`src/sv/icdc_pkg.sv`:
```
`default_nettype none
// ----------------------------------------------------------------------------
// icdc_pkg
// Shared types and constants for the task class decay classifier.
// ----------------------------------------------------------------------------
package icdc_pkg;

	// default sizing
	localparam int TASK_COUNT_DEF    = 256;
	localparam int COUNTER_WIDTH_DEF = 16;

	// config register widths, indexes and reset values
	localparam int CFG_INDEX_W = 2;
	localparam int CFG_DATA_W  = 16;
	localparam logic [CFG_INDEX_W-1:0] CFG_PRIO_THR  = 2'd0;
	localparam logic [CFG_INDEX_W-1:0] CFG_DECAY_LIM = 2'd1;
	localparam logic [CFG_INDEX_W-1:0] CFG_MIN_SAMP  = 2'd2;
	localparam logic [7:0]  PRIO_THR_RST  = 8'd50;
	localparam logic [15:0] DECAY_LIM_RST = 16'd256;
	localparam logic [14:0] MIN_SAMP_RST  = 15'd8;

	// hardware class codes
	localparam logic [7:0] HW_SCALAR = 8'd0;
	localparam logic [7:0] HW_VECTOR = 8'd1;
	localparam logic [7:0] HW_VNNI   = 8'd2;
	localparam logic [7:0] HW_SPIN   = 8'd3;

	// stored task class codes
	localparam logic [1:0] CLS_NONE = 2'd0;
	localparam logic [1:0] CLS_E    = 2'd1;
	localparam logic [1:0] CLS_P    = 2'd2;

	// input item
	typedef struct packed {
		logic [7:0] task_index;
		logic       read_ok;
		logic [7:0] hw_class;
		logic [7:0] cpu_priority;
		logic       siblings_idle;
	} in_item_t;

	// result item
	typedef struct packed {
		logic [1:0] task_class;
		logic       class_written;
	} out_item_t;

	// controller states
	typedef enum logic [1:0] {
		ST_CLEAR,
		ST_IDLE,
		ST_COMMIT
	} state_t;

	// controller to datapath commands
	typedef struct packed {
		logic accept;
		logic commit;
		logic clear_we;
	} cmd_t;

	// datapath to controller status
	typedef struct packed {
		logic out_busy;
	} status_t;

endpackage
`default_nettype wire

```
`src/sv/icdc_ctrl.sv`:
```
`default_nettype none
// ----------------------------------------------------------------------------
// icdc_ctrl
// Sequencer: clearing pass after reset, item accept, then commit of the
// updated entry and result.
// ----------------------------------------------------------------------------
module icdc_ctrl #(
	parameter int TASK_COUNT = icdc_pkg::TASK_COUNT_DEF,
	parameter int ADDR_W     = (TASK_COUNT > 1) ? $clog2(TASK_COUNT) : 1
) (
	input  wire logic              clk,
	input  wire logic              arst_n,
	input  wire logic              in_valid,
	output logic                   in_stall,
	input  wire icdc_pkg::status_t status,
	output icdc_pkg::cmd_t         cmd,
	output logic      [ADDR_W-1:0] clr_addr_q
);

	localparam logic [ADDR_W-1:0] LAST_ADDR = ADDR_W'(TASK_COUNT - 1);

	icdc_pkg::state_t state_q, state_d;

	// state register
	always_ff @(posedge clk or negedge arst_n) begin
		if (!arst_n) begin
			state_q <= icdc_pkg::ST_CLEAR;
		end else begin
			state_q <= state_d;
		end
	end

	// clearing sweep address
	always_ff @(posedge clk or negedge arst_n) begin
		if (!arst_n) begin
			clr_addr_q <= '0;
		end else if (state_q == icdc_pkg::ST_CLEAR) begin
			clr_addr_q <= clr_addr_q + 1'b1;
		end
	end

	// next state and commands
	always_comb begin
		state_d      = state_q;
		cmd          = '0;
		in_stall     = 1'b1;
		unique case (state_q)
			icdc_pkg::ST_CLEAR: begin
				cmd.clear_we = 1'b1;
				if (clr_addr_q == LAST_ADDR) begin
					state_d = icdc_pkg::ST_IDLE;
				end
			end
			icdc_pkg::ST_IDLE: begin
				in_stall   = 1'b0;
				cmd.accept = in_valid;
				if (in_valid) begin
					state_d = icdc_pkg::ST_COMMIT;
				end
			end
			icdc_pkg::ST_COMMIT: begin
				// wait for the output register to free up
				if (!status.out_busy) begin
					cmd.commit = 1'b1;
					state_d    = icdc_pkg::ST_IDLE;
				end
			end
			default: begin
				state_d = icdc_pkg::ST_CLEAR;
			end
		endcase
	end

endmodule
`default_nettype wire

```
`config.mk`:
```
export PLATFORM = sky130hd
export DESIGN_NAME = icdc_ctrl
export DESIGN_NICKNAME = d
export VERILOG_FILES = /design/src/sv/icdc_pkg.sv /design/src/sv/icdc_ctrl.sv
export SDC_FILE = /design/constraint.sdc
export NUM_CORES = 1
export LEC_CHECK = 0
export ABC_AREA = 1
export ABC_CLOCK_PERIOD_IN_PS = 1280
export CAP_MARGIN = 15
export CORE_MARGIN = 2
export CORE_UTILIZATION = 40
export CTS_BUF_LIST = sky130_fd_sc_hd__clkbuf_8
export DETAILED_ROUTE_END_ITERATION = 16
export DONT_BUFFER_PORTS = 1
export PLACE_DENSITY_LB_ADDON = 0.25
export SYNTH_ARGS = -nofsm -noshare
export SYNTH_HDL_FRONTEND = slang
export SYNTH_SLANG_ARGS = --single-unit
```
`constraint.sdc`:
```
create_clock -name clk -period 1.28 [get_ports clk]
set_input_delay 0.064 -clock clk [delete_from_list [all_inputs] [get_ports clk]]
set_output_delay 0.064 -clock clk [all_outputs]
set_load 0.02 [all_outputs]
```
* Yosys cells after proc, flatten, opt, wreduce, memory -nomap -nowiden
Cells that the tools add are included.
** Operators by class
- Muxes and demuxes :: 9
- Add/sub/neg operators :: 1
- Reduce and logical (&&, ||, !) cells :: 2
- Equal/unequal tests :: 6
** Operators by type and width (count)
- adder 8 x 1 -> 8 bit (second input constant) :: 1
- == test 8 bit (second input constant) :: 1
- two-way mux 2 bit :: 3
- case mux 2 bit (3 select lines) :: 1
- two-way mux 1 bit :: 5
- != test 2 bit (second input constant) :: 2
- AND reduction 3 bit :: 1
- == test 2 x 1 -> 1 bit (second input constant) :: 1
- == test 2 bit (second input constant) :: 1
- logical NOT 2 bit :: 1
- != test 2 x 1 -> 1 bit (second input constant) :: 1
** Storage, ports and cells
- Register bits after elaboration :: 10
- Output and inout port bits :: 12
- Input port bits :: 4

* Depth between registers and ports, before layout
- Word-level depth :: 3
- Gate-level depth with buffers :: 7
- Gate-level depth less buffers :: 7

* Worst setup path after synthesis
OpenSTA, ideal clock, no wires.
- Path kind :: reg-to-reg
- Start point :: register state_q[1]
- End point :: register state_q[1]
- Slack :: 53 ps
- Library setup time :: 66 ps
- Buffers on the path :: 0
- Cell stages (with the launch flop) :: 5
- Arrival time :: 1161 ps
- Required time :: 1214 ps
- Clock period less this slack :: 1227 ps
- Cell sequence :: dfrtp_1 -> inv_1 -> nand2_1 -> nor2_1 -> a31o_2
** Between the ends
- Word-level cells in the longest chain between the ends :: 3
- Elaborated cells between the ends (all ways) :: 8
- Those cells by class :: 5 x eq/ne; 1 x mux; 2 x reduce/logical
** Ends and longest elaborated chain
- start, declared :: line icdc_ctrl.sv:22 : icdc_pkg::state_t state_q, state_d;
- start signal, assigned :: line icdc_ctrl.sv:27 : state_q <= icdc_pkg::ST_CLEAR;
- start signal, assigned :: line icdc_ctrl.sv:29 : state_q <= state_d;
- == test 2 bit, or another cell as far along :: line icdc_ctrl.sv:47 : unique case (state_q)
- != test 2 bit (no line) or != test 2 x 1 -> 1 bit (tied branches)
- AND reduction 3 bit (no line)
Several ways; a longest one is shown, not always the timed one.
A chain may end at the register's enable or synchronous reset.

==> results.toml <==
[status]
status = "finished, final reports clean"

[clock_tree]
clockRootBuffer = "clkbuf_8"
clk-insertion-delay-late_ns = 0.23
numCtsBuffers = 3
clkTransAtPathRegs_ns = 0.04
clk_path_buf_depth = 2
clock_sinks = 10
cts_post_setup_buffers_inserted = 0
cts.hold.buffers_added = 2
post_cts_resized = 0
cts.htree.levels = 1
cts_tree = "yes"

[global_routing]
met3_usage = 0.0944
grt_overflow = 0
globalRouteMet2Util = 0.254
grt_max_degree = 11
antenna_found_initial = 0
grt_pass1_wl_microns = 1570
busiest_layer = "met2"
grt_pass1_vias = 386
track_usage = 0.163
met1_usage = 0.166

[die]
rows = 13
die_w_microns = 40.2
die_area_sq_um = 1610
die_h_microns = 40.2
coreArea_sq_um = 1250
ioPinCount = 16
initial_core_util = 0.418

[routing]
wl_per_cell_microns = 11.2
drt_first_pass_iters = 4
ant_nets = 0
vias = 446
wl_microns = 1070
drt-initial-drc-count = 7
via_per_inst = 4.69
drc_errors = 0

[timing]
slew_headroom = 0.702
setup_viol = 0
worst_pin_slew_ns = 0.445
finalCritPeriodShare = 0.910
fin_setup_tns_ns = 0
clock.fmax_mhz = 859
worst_clock_skew_ns = 0.00222
fin_crit_ns = 1.16
final_max_slew_viol_count = 0
rsz0062_at_grt = "false"
timing_hold_violations_final = 0

[placed_design]
port_buffers = 0
dp_hpwl_microns = 845
gp_congestion = 0.699

[yosys]
ys_seq_area_frac = 0.478
netlist_area_sq_um = 523
syn_inst = 64
synth_top_area_frac = 0.478
yosys_warnings = 0
synth.avg_cell_area_sq_um = 8.17
synth.distinct_cells = 17
synth-seq-cells = 10
synth_top_cell_by_area = "dfrtp_1"
mappedNetlistNets = 69
synth_area_leaders = "dfrtp_1 48%, nand2_1 15%, inv_1 6.5%, nor2_1 4.3%, xnor2_1 3.3%"

[hold_path]
holdPathEnd = "state_q[0]$_DFFE_PN0P_"
holdPathStages = 3
worstHoldStart = "in_valid"
hp-class = "in2reg"

[worst_setup_path]
required_ns = 1.22
timing.rr.start = "state_q[0]$_DFFE_PN0P_"
setup.worst_path.start = "state_q[1]$_DFFE_PN0P_"
cp.arrival_ns = 1.10
regToRegSetupSlack_ns = 0.14
reg2reg_to = "clr_addr_q[5]$_DFFE_PN0P_"
slowest_stage = "dfrtp_1"
criticalPathCategory = "reg2out"
critPathLaunchType = "flip-flop"
endpoint_kind = "primary output"
crit_path_max_fanout = 3
max_stage_delay_ns = 0.41
ff2ff_path_depth = 4
path_cells = "inv_1 > nand2_1 > nor2_1 > buf_4"

[power]
vdd_drop_max_mv = 1.25
p_leak_nw = 0.352
total_power_w = 0.00164
powerDensity_nw_per_um2 = 2400

[final_layout]
antenna_cells = 0
fillerInstances = 111
final_util = 0.547
drive_gt1_frac = 0.250
syn2layout_area_growth_pct = 31.1
finalNetCount = 87

[run]
drv_cap = 0
[cell families after synthesis]
| family | count (synthesis) | share of synthesized area |
|---|---|---|
| simple gates | 36 | 0.323 |
| flops | 10 | 0.478 |
| xor+xnor | 4 | 0.0670 |
| fa+ha+maj | 1 | 0.0239 |
| compound gates | 3 | 0.0359 |
| buf+inv | 10 | 0.0718 |
[where the power goes]
part | total [W] | switching, W | internal [W]
clock network | 0.000316 | 0.000111 | 0.000205
registers | 0.000555 | 0.000117 | 0.000437
logic | 0.000773 | 0.000464 | 0.000309
total | 0.00164 | 0.000692 | 0.000952
[layout make-up]
type / count / area (sq um) / area share
inverters: 10 / 37.5 / 0.0547
repair buffers: 13 / 103 / 0.150
well taps: 15 / 18.8 / 0.0274
clock buffers: 3 / 41.3 / 0.0602
multi-input cells: 44 / 235 / 0.343
flip-flops and latches: 10 / 250 / 0.365
[cells in the final DEF, fill, tap and decap left out]
cell,n
inv_2,1
nor3_1,1
nand3_1,3
ha_1,1
buf_4,11
nand3_2,1
nand4_2,1
dlygate4sd3_1,2
xor2_1,2
nor2_4,1
clkbuf_8,3
nand3b_1,1
nor2_2,1
nand2_1,21
inv_1,9
o21ai_1,2
xnor2_1,2
a31o_2,1
nor2_1,6
dfrtp_1,10
[critical path: cells and delay by family (launching register included)]
family                 cells  cell delay (ns)
AND/OR/NAND/NOR            2             0.20
flip-flops                 1             0.41
buffers and inverters      2             0.26
[per-layer routing]
layer / part of all wire / vias to the layer above
met5: 0 / -
met4: 0.025 / 0
met3: 0.078 / 5
met2: 0.47 / 12
met1: 0.42 / 199
li1: - / 230
[cells in the mapped netlist, drive strengths merged]
| library cell | number |
|---|---|
| a31o | 1 |
| dfrtp | 10 |
| ha | 1 |
| inv | 10 |
| nand2 | 21 |
| nand3 | 4 |
| nand3b | 1 |
| nand4 | 1 |
| nor2 | 8 |
| nor3 | 1 |
| o21ai | 2 |
| xnor2 | 2 |
| xor2 | 2 |
[flip-flops by register name, summed over array words and instances (netlist names)]
name	flops
state_q	2
clr_addr_q	8
[stage by stage]
stage / hold WS, ns / setup WS [ns] / instance area, sq um / instances
finish: 0.0750 / 0.115 / 686 / 95
global route: 0.101 / 0.0280 / 686 / 95
CTS: 0.0714 / 0.103 / 686 / 95
detailed placement: -0.231 / 0.119 / 624 / 90
global placement: -0.231 / 0.180 / 624 / 90
floorplan: -0.232 / 0.0532 / 523 / 64
[worst max path at each step]
stage / end / slack [ns] / cells past startpoint
4_1_cts: cmd[2] / 0.10 / 4
3_5_place_dp: clr_addr_q[5]$_DFFE_PN0P_ / 0.12 / 4
3_3_place_gp: clr_addr_q[5]$_DFFE_PN0P_ / 0.18 / 4
6_report: cmd[2] / 0.12 / 4
5_1_grt: cmd[1] / 0.03 / 2
2_1_floorplan: state_q[1]$_DFFE_PN0P_ / 0.05 / 4
No activity file was read; power rests on OpenSTA's default activity.
